<file path="src/design/generational_handle_table_top_defines.svh">
// Assertion macros shared by the handle table RTL.
// Each macro expects clk and arst_n to be visible where it is used.
`ifndef GENERATIONAL_HANDLE_TABLE_TOP_DEFINES_SVH
`define GENERATIONAL_HANDLE_TABLE_TOP_DEFINES_SVH

// Plain property checked on every clock edge outside reset.
`define GHT_ASSERT(lbl, prop) \
	lbl: assert property (@(posedge clk) disable iff (!arst_n) (prop)) \
		else $error("handle table assertion failed");

// Same-cycle implication.
`define GHT_IMPLY(lbl, ante, cons) \
	lbl: assert property (@(posedge clk) disable iff (!arst_n) (ante) |-> (cons)) \
		else $error("handle table implication failed");

// Next-cycle implication.
`define GHT_NEXT(lbl, ante, cons) \
	lbl: assert property (@(posedge clk) disable iff (!arst_n) (ante) |=> (cons)) \
		else $error("handle table next-cycle check failed");

`endif

</file>
<file path="src/design/ght_pkg.sv">
// Package of the generational handle table: entry layout, operation and status codes,
// the evaluation result bundle and the generation advance function. No dependencies.
`default_nettype none

package ght_pkg;

	localparam logic [31:0] HANDLE_NONE = 32'hFFFF_FFFF;

	typedef enum logic [1:0] {
		OP_ALLOC   = 2'd0,
		OP_LOOKUP  = 2'd1,
		OP_RELEASE = 2'd2
	} op_t;

	typedef enum logic [2:0] {
		ST_OK    = 3'd0,
		ST_BAD   = 3'd1,
		ST_FULL  = 3'd2,
		ST_STALE = 3'd3,
		ST_KIND  = 3'd4
	} status_t;

	typedef struct packed {
		logic        used;
		logic [15:0] gen;
		logic [31:0] pointer;
		logic [1:0]  kind;
	} entry_t;

	typedef struct packed {
		logic        take;
		logic        wr;
		status_t     status;
		logic [31:0] pointer;
		entry_t      wdata;
	} eval_t;

	function automatic logic [15:0] next_gen(input logic [15:0] g);
		logic [15:0] n;
		n = g + 16'd1;
		return (n == 16'd0) ? 16'd1 : n;
	endfunction

endpackage

`default_nettype wire

</file>
<file path="src/design/ght_if.sv">
// Request and response channel interfaces of the handle table.
// Valid/ready handshake; a transaction completes when both are high. No dependencies.
`default_nettype none

interface ght_req_if;
	logic        valid;
	logic        ready;
	logic [1:0]  op;
	logic [31:0] handle;
	logic [31:0] obj_pointer;
	logic [1:0]  obj_type;

	modport source(output valid, op, handle, obj_pointer, obj_type, input ready);
	modport sink(input valid, op, handle, obj_pointer, obj_type, output ready);
endinterface

interface ght_rsp_if;
	logic        valid;
	logic        ready;
	logic [2:0]  status;
	logic [31:0] out_handle;
	logic [31:0] out_pointer;

	modport source(output valid, status, out_handle, out_pointer, input ready);
	modport sink(input valid, status, out_handle, out_pointer, output ready);
endinterface

`default_nettype wire

</file>
<file path="src/design/ght_ram.sv">
// Generic single-write, single-read RAM with registered read data.
// No dependencies.
`default_nettype none

module ght_ram #(
	parameter int WIDTH = 8,
	parameter int DEPTH = 16
) (
	input  wire logic                                   clk,
	input  wire logic                                   wr_en,
	input  wire logic [((DEPTH > 1) ? $clog2(DEPTH) : 1)-1:0] wr_addr,
	input  wire logic [WIDTH-1:0]                       wr_data,
	input  wire logic                                   rd_en,
	input  wire logic [((DEPTH > 1) ? $clog2(DEPTH) : 1)-1:0] rd_addr,
	output logic      [WIDTH-1:0]                       rd_data
);

	logic [WIDTH-1:0] mem_q [DEPTH];

	always_ff @(posedge clk) begin
		if (wr_en) begin
			mem_q[wr_addr] <= wr_data;
		end
		if (rd_en) begin
			rd_data <= mem_q[rd_addr];
		end
	end

endmodule

`default_nettype wire

</file>
<file path="src/design/ght_eval.sv">
// Shared check unit: compares one stored entry with the pending request and
// forms the status, the returned pointer and the entry write-back. Uses ght_pkg.
`default_nettype none

module ght_eval (
	input  wire ght_pkg::op_t   op,
	input  wire ght_pkg::entry_t ent,
	input  wire logic [15:0]    hgen,
	input  wire logic [31:0]    obj_pointer,
	input  wire logic [1:0]     obj_type,
	output ght_pkg::eval_t      res
);
	import ght_pkg::*;

	logic match;

	assign match = ent.used && (ent.gen == hgen);

	always_comb begin
		res         = '0;
		res.status  = ST_BAD;
		res.wdata   = ent;
		case (op)
			OP_ALLOC: begin
				res.take          = !ent.used;
				res.wr            = !ent.used;
				res.status        = ST_OK;
				res.wdata.used    = 1'b1;
				res.wdata.gen     = next_gen(ent.gen);
				res.wdata.pointer = obj_pointer;
				res.wdata.kind    = obj_type;
			end
			OP_LOOKUP: begin
				if (!match) begin
					res.status = ST_STALE;
				end else if (ent.kind != obj_type) begin
					res.status = ST_KIND;
				end else begin
					res.status  = ST_OK;
					res.pointer = ent.pointer;
				end
			end
			OP_RELEASE: begin
				if (!match) begin
					res.status = ST_STALE;
				end else begin
					res.status        = ST_OK;
					res.wr            = 1'b1;
					res.wdata.used    = 1'b0;
					res.wdata.gen     = next_gen(ent.gen);
					res.wdata.pointer = '0;
					res.wdata.kind    = '0;
				end
			end
			default: begin
				res.status = ST_BAD;
			end
		endcase
	end

endmodule

`default_nettype wire

</file>
<file path="src/design/generational_handle_table_top.sv">
// Top level: sequencer, entry RAM and shared check unit of the handle table.
// A request that reads the table goes from idle through the read, evaluate and hold states;
// an allocate reads and evaluates the next entry once more for each used entry it skips above
// the lowest-free hint. Rejects that need no read go from idle straight to hold. Hold registers
// the result once the response register is free, and the next request can then be taken.
// After reset a clearing pass writes all SLOTS entries, one per cycle. Uses ght_pkg, ght_if.
`default_nettype none
`include "generational_handle_table_top_defines.svh"

module generational_handle_table_top #(
	parameter int SLOTS = 16
) (
	input wire logic clk,
	input wire logic arst_n,
	ght_req_if.sink  req,
	ght_rsp_if.source rsp
);
	import ght_pkg::*;

	localparam int IW = (SLOTS > 1) ? $clog2(SLOTS) : 1;
	localparam int CW = $clog2(SLOTS + 1);
	localparam int EW = $bits(entry_t);
	localparam logic [IW-1:0] LAST_IDX = IW'(SLOTS - 1);
	localparam logic [CW-1:0] SLOTS_C = CW'(SLOTS);
	localparam logic [16:0] SLOTS_H = 17'(SLOTS);

	typedef enum logic [2:0] {
		S_CLEAR,
		S_IDLE,
		S_READ,
		S_EVAL,
		S_HOLD
	} state_t;

	state_t          state_q;
	logic [IW-1:0]   idx_q;
	logic [CW-1:0]   low_free_q;
	op_t             op_q;
	logic [15:0]     hgen_q;
	logic [31:0]     ptr_q;
	logic [1:0]      kind_q;
	status_t         res_status_q;
	logic [31:0]     res_handle_q;
	logic [31:0]     res_ptr_q;
	logic            ov_q;
	status_t         ostat_q;
	logic [31:0]     ohandle_q;
	logic [31:0]     optr_q;

	logic            ram_wr_en;
	logic [IW-1:0]   ram_wr_addr;
	entry_t          ram_wr_data;
	logic            ram_rd_en;
	logic [IW-1:0]   ram_rd_addr;
	logic [EW-1:0]   ram_rd_data;
	entry_t          ent;
	eval_t           ev;
	logic            scan_on;
	logic            in_range;
	logic            out_free;

	assign ent      = entry_t'(ram_rd_data);
	assign in_range = ({1'b0, req.handle[15:0]} < SLOTS_H);
	assign out_free = !ov_q || rsp.ready;
	assign scan_on  = (state_q == S_EVAL) && (op_q == OP_ALLOC) && !ev.take
		&& (idx_q != LAST_IDX);

	assign req.ready       = (state_q == S_IDLE);
	assign rsp.valid       = ov_q;
	assign rsp.status      = ostat_q;
	assign rsp.out_handle  = ohandle_q;
	assign rsp.out_pointer = optr_q;

	always_comb begin
		ram_wr_en   = 1'b0;
		ram_wr_addr = idx_q;
		ram_wr_data = ev.wdata;
		ram_rd_en   = 1'b0;
		ram_rd_addr = idx_q;
		case (state_q)
			S_CLEAR: begin
				ram_wr_en   = 1'b1;
				ram_wr_data = '0;
			end
			S_READ: begin
				ram_rd_en = 1'b1;
			end
			S_EVAL: begin
				ram_wr_en   = ev.wr;
				ram_rd_en   = scan_on;
				ram_rd_addr = idx_q + 1'b1;
			end
			default: begin
			end
		endcase
	end

	ght_ram #(
		.WIDTH(EW),
		.DEPTH(SLOTS)
	) u_ram (
		.clk    (clk),
		.wr_en  (ram_wr_en),
		.wr_addr(ram_wr_addr),
		.wr_data(EW'(ram_wr_data)),
		.rd_en  (ram_rd_en),
		.rd_addr(ram_rd_addr),
		.rd_data(ram_rd_data)
	);

	ght_eval u_eval (
		.op         (op_q),
		.ent        (ent),
		.hgen       (hgen_q),
		.obj_pointer(ptr_q),
		.obj_type   (kind_q),
		.res        (ev)
	);

	always_ff @(posedge clk or negedge arst_n) begin
		if (!arst_n) begin
			state_q    <= S_CLEAR;
			idx_q      <= '0;
			low_free_q <= '0;
			ov_q       <= 1'b0;
		end else begin
			if (ov_q && rsp.ready && (state_q != S_HOLD)) begin
				ov_q <= 1'b0;
			end
			case (state_q)
				S_CLEAR: begin
					if (idx_q == LAST_IDX) begin
						idx_q   <= '0;
						state_q <= S_IDLE;
					end else begin
						idx_q <= idx_q + 1'b1;
					end
				end
				S_IDLE: begin
					if (req.valid) begin
						op_q         <= op_t'(req.op);
						hgen_q       <= req.handle[31:16];
						ptr_q        <= req.obj_pointer;
						kind_q       <= req.obj_type;
						res_status_q <= ST_BAD;
						res_handle_q <= HANDLE_NONE;
						res_ptr_q    <= '0;
						state_q      <= S_HOLD;
						case (op_t'(req.op))
							OP_ALLOC: begin
								if (req.obj_pointer == 32'd0) begin
									res_status_q <= ST_BAD;
								end else if (low_free_q == SLOTS_C) begin
									res_status_q <= ST_FULL;
								end else begin
									idx_q   <= low_free_q[IW-1:0];
									state_q <= S_READ;
								end
							end
							OP_LOOKUP, OP_RELEASE: begin
								if (req.handle != HANDLE_NONE && in_range) begin
									idx_q   <= req.handle[IW-1:0];
									state_q <= S_READ;
								end
							end
							default: begin
							end
						endcase
					end
				end
				S_READ: begin
					state_q <= S_EVAL;
				end
				S_EVAL: begin
					if (op_q == OP_ALLOC) begin
						if (ev.take) begin
							res_status_q <= ST_OK;
							res_handle_q <= {ev.wdata.gen, 16'(idx_q)};
							low_free_q   <= CW'(idx_q) + 1'b1;
							state_q      <= S_HOLD;
						end else if (scan_on) begin
							idx_q <= idx_q + 1'b1;
						end else begin
							res_status_q <= ST_FULL;
							low_free_q   <= SLOTS_C;
							state_q      <= S_HOLD;
						end
					end else begin
						res_status_q <= ev.status;
						res_ptr_q    <= ev.pointer;
						if (ev.wr && (CW'(idx_q) < low_free_q)) begin
							low_free_q <= CW'(idx_q);
						end
						state_q <= S_HOLD;
					end
				end
				S_HOLD: begin
					if (out_free) begin
						ov_q      <= 1'b1;
						ostat_q   <= res_status_q;
						ohandle_q <= res_handle_q;
						optr_q    <= res_ptr_q;
						state_q   <= S_IDLE;
					end
				end
				default: begin
					state_q <= S_IDLE;
				end
			endcase
		end
	end

	`GHT_ASSERT(a_hint_range, low_free_q <= SLOTS_C)
	`GHT_IMPLY(a_wr_state, ram_wr_en, (state_q == S_CLEAR) || (state_q == S_EVAL))
	`GHT_IMPLY(a_fail_handle, ov_q && (ostat_q != ST_OK), ohandle_q == HANDLE_NONE)
	`GHT_IMPLY(a_ptr_ok, ov_q && (optr_q != 32'd0), ostat_q == ST_OK)
	`GHT_NEXT(a_scan_step, scan_on, (state_q == S_EVAL) && (idx_q != '0))

endmodule

`default_nettype wire

</file>
<file path="src/flat_wrapper.sv">
// flat-port wrapper written by rule: the top's interface ports become plain ports
module generational_handle_table_top_flat import ght_pkg::*;
#(
	parameter int SLOTS = 16
)
  (clk, arst_n, req_valid, req_op, req_handle, req_obj_pointer, req_obj_type, req_ready, rsp_valid, rsp_status, rsp_out_handle, rsp_out_pointer, rsp_ready);
  ght_req_if req_i ();
  ght_rsp_if rsp_i ();
  input wire logic clk;
  input wire logic arst_n;
  input wire logic [$bits(req_i.valid)-1:0] req_valid;
  input wire logic [$bits(req_i.op)-1:0] req_op;
  input wire logic [$bits(req_i.handle)-1:0] req_handle;
  input wire logic [$bits(req_i.obj_pointer)-1:0] req_obj_pointer;
  input wire logic [$bits(req_i.obj_type)-1:0] req_obj_type;
  output wire logic [$bits(req_i.ready)-1:0] req_ready;
  output wire logic [$bits(rsp_i.valid)-1:0] rsp_valid;
  output wire logic [$bits(rsp_i.status)-1:0] rsp_status;
  output wire logic [$bits(rsp_i.out_handle)-1:0] rsp_out_handle;
  output wire logic [$bits(rsp_i.out_pointer)-1:0] rsp_out_pointer;
  input wire logic [$bits(rsp_i.ready)-1:0] rsp_ready;
  assign req_i.valid = req_valid;
  assign req_i.op = req_op;
  assign req_i.handle = req_handle;
  assign req_i.obj_pointer = req_obj_pointer;
  assign req_i.obj_type = req_obj_type;
  assign req_ready = req_i.ready;
  assign rsp_valid = rsp_i.valid;
  assign rsp_status = rsp_i.status;
  assign rsp_out_handle = rsp_i.out_handle;
  assign rsp_out_pointer = rsp_i.out_pointer;
  assign rsp_i.ready = rsp_ready;
  generational_handle_table_top #(.SLOTS(SLOTS)) u_core (.clk(clk), .arst_n(arst_n), .req(req_i), .rsp(rsp_i));
endmodule
</file>
<file path="config.mk">
export PLATFORM = sky130hd
export DESIGN_NAME = generational_handle_table_top_flat
export DESIGN_NICKNAME = d
export VERILOG_FILES = /design/src/design/ght_pkg.sv /design/src/design/ght_if.sv /design/src/design/ght_ram.sv /design/src/design/ght_eval.sv /design/src/design/generational_handle_table_top.sv /design/src/flat_wrapper.sv
export VERILOG_INCLUDE_DIRS = /design/src /design/src/design
export SDC_FILE = /design/constraint.sdc
export NUM_CORES = 1
export LEC_CHECK = 0
export ABC_AREA = 1
export BUFFER_PORTS_ARGS = -buffer_cell sky130_fd_sc_hd__buf_2
export CORE_ASPECT_RATIO = 0.75
export CORE_MARGIN = 4
export CORE_UTILIZATION = 52
export DETAILED_ROUTE_END_ITERATION = 10
export PLACE_DENSITY = 0.67
export SYNTH_ARGS = -nofsm -noshare
export SYNTH_HDL_FRONTEND = slang
export SYNTH_HIERARCHICAL = 1
export SYNTH_SLANG_ARGS = --single-unit
</file>
<file path="constraint.sdc">
create_clock -name clk -period 5.6 [get_ports clk]
set_clock_uncertainty 0.15 [all_clocks]
set_input_delay 0.56 -clock clk [delete_from_list [all_inputs] [get_ports clk]]
set_output_delay 0.56 -clock clk [all_outputs]
set_load 0.02 [all_outputs]
</file>
==> run_results.csv, run 1 <==
group,metric,value,unit
critical_path,cp-end-kind,"register",
timing,slew_viol_final,0,
cells_and_area,drive_gt1_share,8.81,%
timing,rsz0062_at_grt,"no",
worst_hold_path,hp-start,"rsp_ready",
critical_path,critical_path.most_common_cell,"nand2_1",
cells_and_area,multi_input_area,0.0101,mm²
cts,numCtsBuffers,101,
cts,cts-htree-levels,3,
logic_synthesis,synthTopCellsByArea,"edfxtp_1, nand2_1, nand3_1",
die,die_x,348,µm
die,coreArea,0.0860,mm²
drt,drtIter0Drc,3661,
die,die_y,263,µm
logic_synthesis,syn-cell-area,0.0452,mm²
cts,clk_latency,0.69,ns
global_route,grt_max_degree,199,
run_status,outcome,"finished, final reports clean",
timing,setup_viol,0,
power,max-vdd-ir-drop,657,µV
drt,ant_nets,0,
die,initial_utilization,52.6,%
worst_hold_path,hold_path_class,"input pin to register",
timing,hold_viol,0,
cells_and_area,layout_commonest_cell,"nand2_1",
power,pwr-share-comb,39.1,%
logic_synthesis,mappedNetlistNets,4444,
drt,vias,30680,
drt,wl,117000,µm
critical_path,r2r_start,"u_core/u_ram/rd_data[36]",
cells_and_area,regArea,0.0313,mm²
global_route,grt_pass1_wl,176000,µm
power,clkPwrFrac,22.5,%
global_route,grt_pass1_vias,28487,
global_route,overflow,0,
timing,fmax,236,MHz
cts,ctsHoldBuffers,53,
global_route,grtUsageTotal,25.2,%
drt,drt-pass1-iter-count,5,
global_route,antenna_found_initial,3,
timing,worst_pin_slew,1.25,ns
power,power,29.2,mW
logic_synthesis,synth_edf_count,1031,
logic_synthesis,synth_top_area_share,68.5,%
critical_path,startpoint,"u_core/u_ram/rd_data[36]",
logic_synthesis,async_reset_ff_share,1.25,%
die,num_rows,93,
place,place.gp.congestion,0.879,
timing,relSlewSlack,16.4,%
critical_path,crit_buf_inv,1,
cts,cts_resized,0,
logic_synthesis,synth-seq-cells,1044,
timing,fin_crit_sh,75.7,%
logic_synthesis,yosysSeqAreaShare,69.2,%
timing,tns,0,ns
power,cellInternalPower,17.4,mW
timing,hold_ws,0.137,ns
critical_path,crit_arrival,4.44,ns
power,cellPowerDensity,574,mW/mm²
flow_run,max-cap-violations,0,
critical_path,worstSetupStartpointType,"register",
logic_synthesis,syn-instance-count,4364,
place,hpwl,66000,µm
logic_synthesis,synth_cell_types,40,
cells_and_area,area_growth,12.7,%
cells_and_area,most-common-layout-cells,"nand2_1, edfxtp_1, inv_1",
cells_and_area,nets,4600,
cts,cts_num_sinks,1044,
power,p_sw_share,40.5,%
logic_synthesis,avgSynthCellArea,10.4,µm²
power,p_switching,11.8,mW
critical_path,cp.required,5.80,ns
die,die_area,0.0917,mm²
cts,cts_setup_buffers,0,
logic_synthesis,yosys.area.top_type,"edfxtp_1",
cts,clockBufferDepth,3,
cts,clk_pin_slew_worst_paths,0.06,ns
die,ioPinCount,141,
critical_path,crit_path_cell_trace,"nand2_1 > nand2_1 > nor2_1 > nand2_1 > nor2_2 > nand3_4 > nand2_2 > nand2_2 > a21oi_1 > nand2_1 > nand2_1 > nand3_1 > nor2_4 > buf_12",
drt,vias_per_cell,5.35,
place,numPortBuffers,140,
cts,cts-root-buf,"clkbuf_16",
critical_path,cp_slowest_cell,"nor2_4",
critical_path,worst-setup-path-type,"register to register",
timing,period_needed,4.24,ns
logic_synthesis,synth_flop_cell,"edfxtp_1",
logic_synthesis,ys.warnings.count,6,
cells_and_area,diodes,0,
cells_and_area,fill_cells,6943,
power,seq_power_share,38.4,%
critical_path,critPathMaxFanout,26,
critical_path,cpLargestDelayFamily,"simple AND/OR/NAND/NOR gates",
drt,wl_per_cell,20.4,µm
critical_path,cpPeakStageDelay,0.80,ns
cts,cts_tree,"built",
drt,drcViolationCount,0,
power,power_leakage,21.3,nW
## metal layers
metal | vias to the layer above | GRT usage (%) | wire, µm
met2 | 1514 | 36.7 | 50300
li1 | 14410 | - | -
met4 | 0 | 5.72 | 2410
met1 | 14582 | 38.2 | 51300
met3 | 174 | 6.63 | 13100
met5 | - | 0 | 0
## final cells by class
| cell class | count | area share [%] |
|---|---|---|
| Clock buffer | 123 | 5.21 |
| Clock inverter | 56 | 0.966 |
| Inverter | 804 | 5.97 |
| Multi-Input combinational cell | 2309 | 19.9 |
| Sequential cell | 1044 | 61.4 |
| Tap cell | 1140 | 2.80 |
| Timing Repair Buffer | 260 | 3.70 |
## sequential cells by signal, summed over array words and instances (netlist names), 3 cells and up
register,flops
u_core/low_free_q,5
u_core/u_ram/rd_data,51
u_core/u_ram/mem_q,816
u_core/rsp.status,3
u_core/res_ptr_q,32
u_core/idx_q,4
u_core/rsp.out_handle,21
u_core/res_status_q,3
u_core/hgen_q,16
u_core/state_q,3
u_core/ptr_q,32
u_core/rsp.out_pointer,32
u_core/res_handle_q,21
## kinds of logic (layout without fill, tap and decap cells)
kind of cell / Yosys count / after routing / synth area share (%)
AOI/OAI and AO/OA: 89 / 89 / 1.10
adders and majority gates: 8 / 8 / 0.221
DFF: 1044 / 1044 / 69.2
and+or+nand+nor: 2205 / 2205 / 20.5
buffers and inverters: 1011 / 1243 / 8.81
xor gates and xnor gates: 7 / 7 / 0.136
## worst paths after layout
check | endpoint | slack, ns | cells after the start
max in group asynchronous | u_core/idx_q[2] | 4.83 | 2
max reg2reg | u_core/u_ram/mem_q[15][34] | 1.36 | 14
min in group asynchronous | u_core/state_q[2] | 0.20 | 2
min | u_core/state_q[2] | 0.14 | 4
max | u_core/u_ram/mem_q[15][34] | 1.36 | 14
min reg2reg | u_core/rsp.out_pointer[29] | 0.27 | 0
## Yosys cell counts (all sizes together), types with 2 or more instances
master / number
nand3b: 2
buf: 145
xor2: 4
nor3: 38
a21oi: 9
inv: 802
edfxtp: 1031
o21ai: 66
clkinv: 2
clkbuf: 62
nor2: 186
o22ai: 5
dfrtp: 13
nand2: 1321
nand3: 648
o211ai: 2
xnor2: 3
nand4: 9
ha: 8
## power by group through the flow
stage | clock, mW | combinational, mW | sequential, mW
finish | 6.57 | 11.4 | 11.2
global route | 7.03 | 12.6 | 11.3
CTS | 6.70 | 11.3 | 11.2
detailed placement | 0 | 11.2 | 11.4
global placement | 0 | 11.1 | 11.4
floorplan | 0 | 7.51 | 11.3
## tightest hold or removal path, stage by stage
cell,delay (ns)
buf_2,0.08
nor2_1,0.07
inv_1,0.12
o21ai_1,0.08
## stage by stage
step	utilization (%)	area, µm²	instances	worst slack (ns)
floorplan	-	45200	4364	0.462
global placement	54.9	47200	5504	1.56
detailed placement	54.9	47200	5504	1.48
CTS	59.2	50900	5736	1.47
global route	59.2	50900	5736	1.12
finish	59.2	50900	5736	1.36
Power figures use the tool's default switching activity.
==> run 2, diff against run 1 <==
--- a/config.mk
+++ b/config.mk
@@ -6,7 +6,7 @@
 export SDC_FILE = /design/constraint.sdc
 export NUM_CORES = 1
 export LEC_CHECK = 0
-export ABC_AREA = 1
+export ABC_AREA = 0
 export BUFFER_PORTS_ARGS = -buffer_cell sky130_fd_sc_hd__buf_2
 export CORE_ASPECT_RATIO = 0.75
 export CORE_MARGIN = 4
==> constraint.sdc (replaced) <==
create_clock -name clk -period 4.09 [get_ports clk]
set_clock_uncertainty 0.15 [all_clocks]
set_input_delay 0.409 -clock clk [delete_from_list [all_inputs] [get_ports clk]]
set_output_delay 0.409 -clock clk [all_outputs]
set_load 0.02 [all_outputs]
==> run_results.csv, run 2 <==
group,metric,value,unit
place,place.gp.congestion,0.843,
die,num_rows,88,
cells_and_area,area_growth,15.9,%
logic_synthesis,synth_top_area_share,76.3,%
place,hpwl,55500,µm
drt,wl_per_cell,27.3,µm
place,numPortBuffers,140,
global_route,grtUsageTotal,22.4,%
critical_path,cp.required,4.23,ns
cts,cts_tree,"built",
cts,cts-htree-levels,3,
die,die_y,250,µm
cts,clockBufferDepth,3,
critical_path,worstSetupStartpointType,"register",
critical_path,r2r_start,"u_core/u_ram/rd_data[41]",
logic_synthesis,synth_cell_types,66,
drt,ant_nets,0,
critical_path,worst-setup-path-type,"register to register",
die,ioPinCount,141,
cts,clk_pin_slew_worst_paths,0.06,ns
global_route,grt_pass1_vias,20249,
die,die_x,331,µm
global_route,overflow,0,
drt,drtIter0Drc,2266,
timing,rsz0062_at_grt,"no",
timing,fin_crit_sh,91.5,%
cells_and_area,utilization,61.0,%
cells_and_area,regMostFlops,"u_core/u_ram/mem_q",
die,coreArea,0.0772,mm²
cells_and_area,top_regs,"u_core/u_ram/mem_q (816), u_core/u_ram/rd_data (51)",
timing,hold_ws,0.0650,ns
drt,vias,20573,
cts,cts_num_sinks,1044,
power,power_leakage,15.6,nW
logic_synthesis,yosysSeqAreaShare,77.1,%
critical_path,cp-end-kind,"register",
critical_path,critPathMaxFanout,32,
die,die_area,0.0827,mm²
logic_synthesis,synthTopCellsByArea,"edfxtp_1, mux4_2, a22oi_1",
logic_synthesis,avgSynthCellArea,20.4,µm²
place,placed_area,0.0434,mm²
power,cellPowerDensity,740,mW/mm²
cells_and_area,finalInstanceArea,0.0471,mm²
critical_path,startpoint,"u_core/u_ram/rd_data[41]",
cells_and_area,most-common-layout-cells,"edfxtp_1, mux4_2, buf_2",
drt,vias_per_cell,6.08,
logic_synthesis,mappedNetlistNets,2072,
logic_synthesis,yosys.area.top_type,"edfxtp_1",
cts,cts-root-buf,"clkbuf_16",
logic_synthesis,synth-seq-cells,1044,
drt,drcViolationCount,0,
power,max-vdd-ir-drop,608,µV
logic_synthesis,ys.warnings.count,6,
logic_synthesis,syn-cell-area,0.0406,mm²
logic_synthesis,synth_top_cells_by_count,"edfxtp_1, mux4_2, a22oi_1",
logic_synthesis,yosysMostFrequentCell,"edfxtp_1",
run_status,outcome,"finished, final reports clean",
global_route,grt_pass1_wl,136000,µm
timing,hold_viol,0,
timing,worst_pin_slew,1.14,ns
logic_synthesis,async_reset_ff_share,1.25,%
logic_synthesis,synth_edf_count,1031,
critical_path,crit_arrival,3.88,ns
cts,clk_latency,0.67,ns
cells_and_area,layout_commonest_cell,"edfxtp_1",
cells_and_area,drive_gt1_share,27.3,%
timing,tns,0,ns
global_route,grt_max_degree,72,
timing,fmax,267,MHz
logic_synthesis,syn-instance-count,1992,
timing,setup_viol,0,
cells_and_area,largest_reg_flops,816,
cells_and_area,nets,2352,
drt,wl,92300,µm
worst_hold_path,hold_path_class,"input pin to async pin",
timing,period_needed,3.74,ns
logic_synthesis,synth_flop_cell,"edfxtp_1",
cts,numCtsBuffers,98,
flow_run,max-cap-violations,0,
timing,slew_viol_final,0,
die,initial_utilization,52.6,%
power,power,34.8,mW
drt,drt-pass1-iter-count,5,
timing,relSlewSlack,24.1,%
global_route,antenna_found_initial,3,
==> run 2: final timing paths <==
| kind | cells past startpoint | endpoint | slack (ns) |
|---|---|---|---|
| worst max-delay path | 8 | u_core/u_ram/mem_q[14][25] | 0.35 |
| worst min-delay path | 2 | u_core/state_q[0] | 0.07 |
| worst max register to register | 8 | u_core/u_ram/mem_q[14][25] | 0.35 |
| worst min register to register | 0 | u_core/rsp.out_pointer[22] | 0.27 |
| max in group asynchronous | 2 | u_core/low_free_q[2] | 3.44 |
| min in group clk | 5 | u_core/idx_q[2] | 0.08 |
==> run 2: where the power goes <==
group | switching, mW | internal [mW]
Clock | 3.84 | 5.04
Combinational | 6.51 | 4.35
Sequential | 0.498 | 14.6
Total | 10.8 | 24.0
==> run 2: area by class of cell <==
cell class,instances,area (µm²)
antenna,2,5.00
clock buffer,117,2570
clock inverter,59,548
sequential,1044,31300
timing repair buffer,304,2480
fill,5302,30100
inverter,23,93.8
multi-input combinational,801,8780
tap,1035,1290
==> run 2: stage by stage <==
| stage | setup WS [ns] | std cells |
|---|---|---|
| after floorplan | -0.146 | 1992 |
| after global placement | 0.554 | 3153 |
| after detailed placement | 0.474 | 3153 |
| after CTS | 0.423 | 3383 |
| after global routing | 0.148 | 3383 |
| final | 0.349 | 3385 |
==> run 2: repair_timing <==
action / CTS / global route
hold buffers: 54 / 0
gates resized for setup: 0 / 0
hold endpoints to repair: 66 / 0
setup buffers: 0 / 0
==> run 2: per-layer routing <==
layer	GRT usage, %	vias up	wire length (µm)
li1	-	8712	-
met1	35.6	10801	41000
met2	32.5	971	41200
met3	5.08	89	8910
met4	4.23	0	1140
met5	0	-	0
==> run 2: cell families (layout without fill, tap and decap cells) <==
family	count (synthesis)	count (layout)	share of synthesized area, %
AND/OR/NAND/NOR	341	341	4.67
AO/OA/AOI/OAI	197	197	3.68
buffers and inverters	147	503	1.88
multiplexers	214	214	11.6
XOR/XNOR	40	40	0.863
other	0	2	0
adder cells (fa/ha/maj)	9	9	0.271
flip-flops	1044	1044	77.1
==> run 2: critical path, stage by stage, from the launching register on <==
cell and delay, ns:
edfxtp_1 0.53, xnor2_1 0.18, nand4_1 0.21, nor4_4 0.07, buf_4 0.17, a31oi_4 0.41
buf_4 0.55, a22o_1 0.20, nor2b_1 0.85
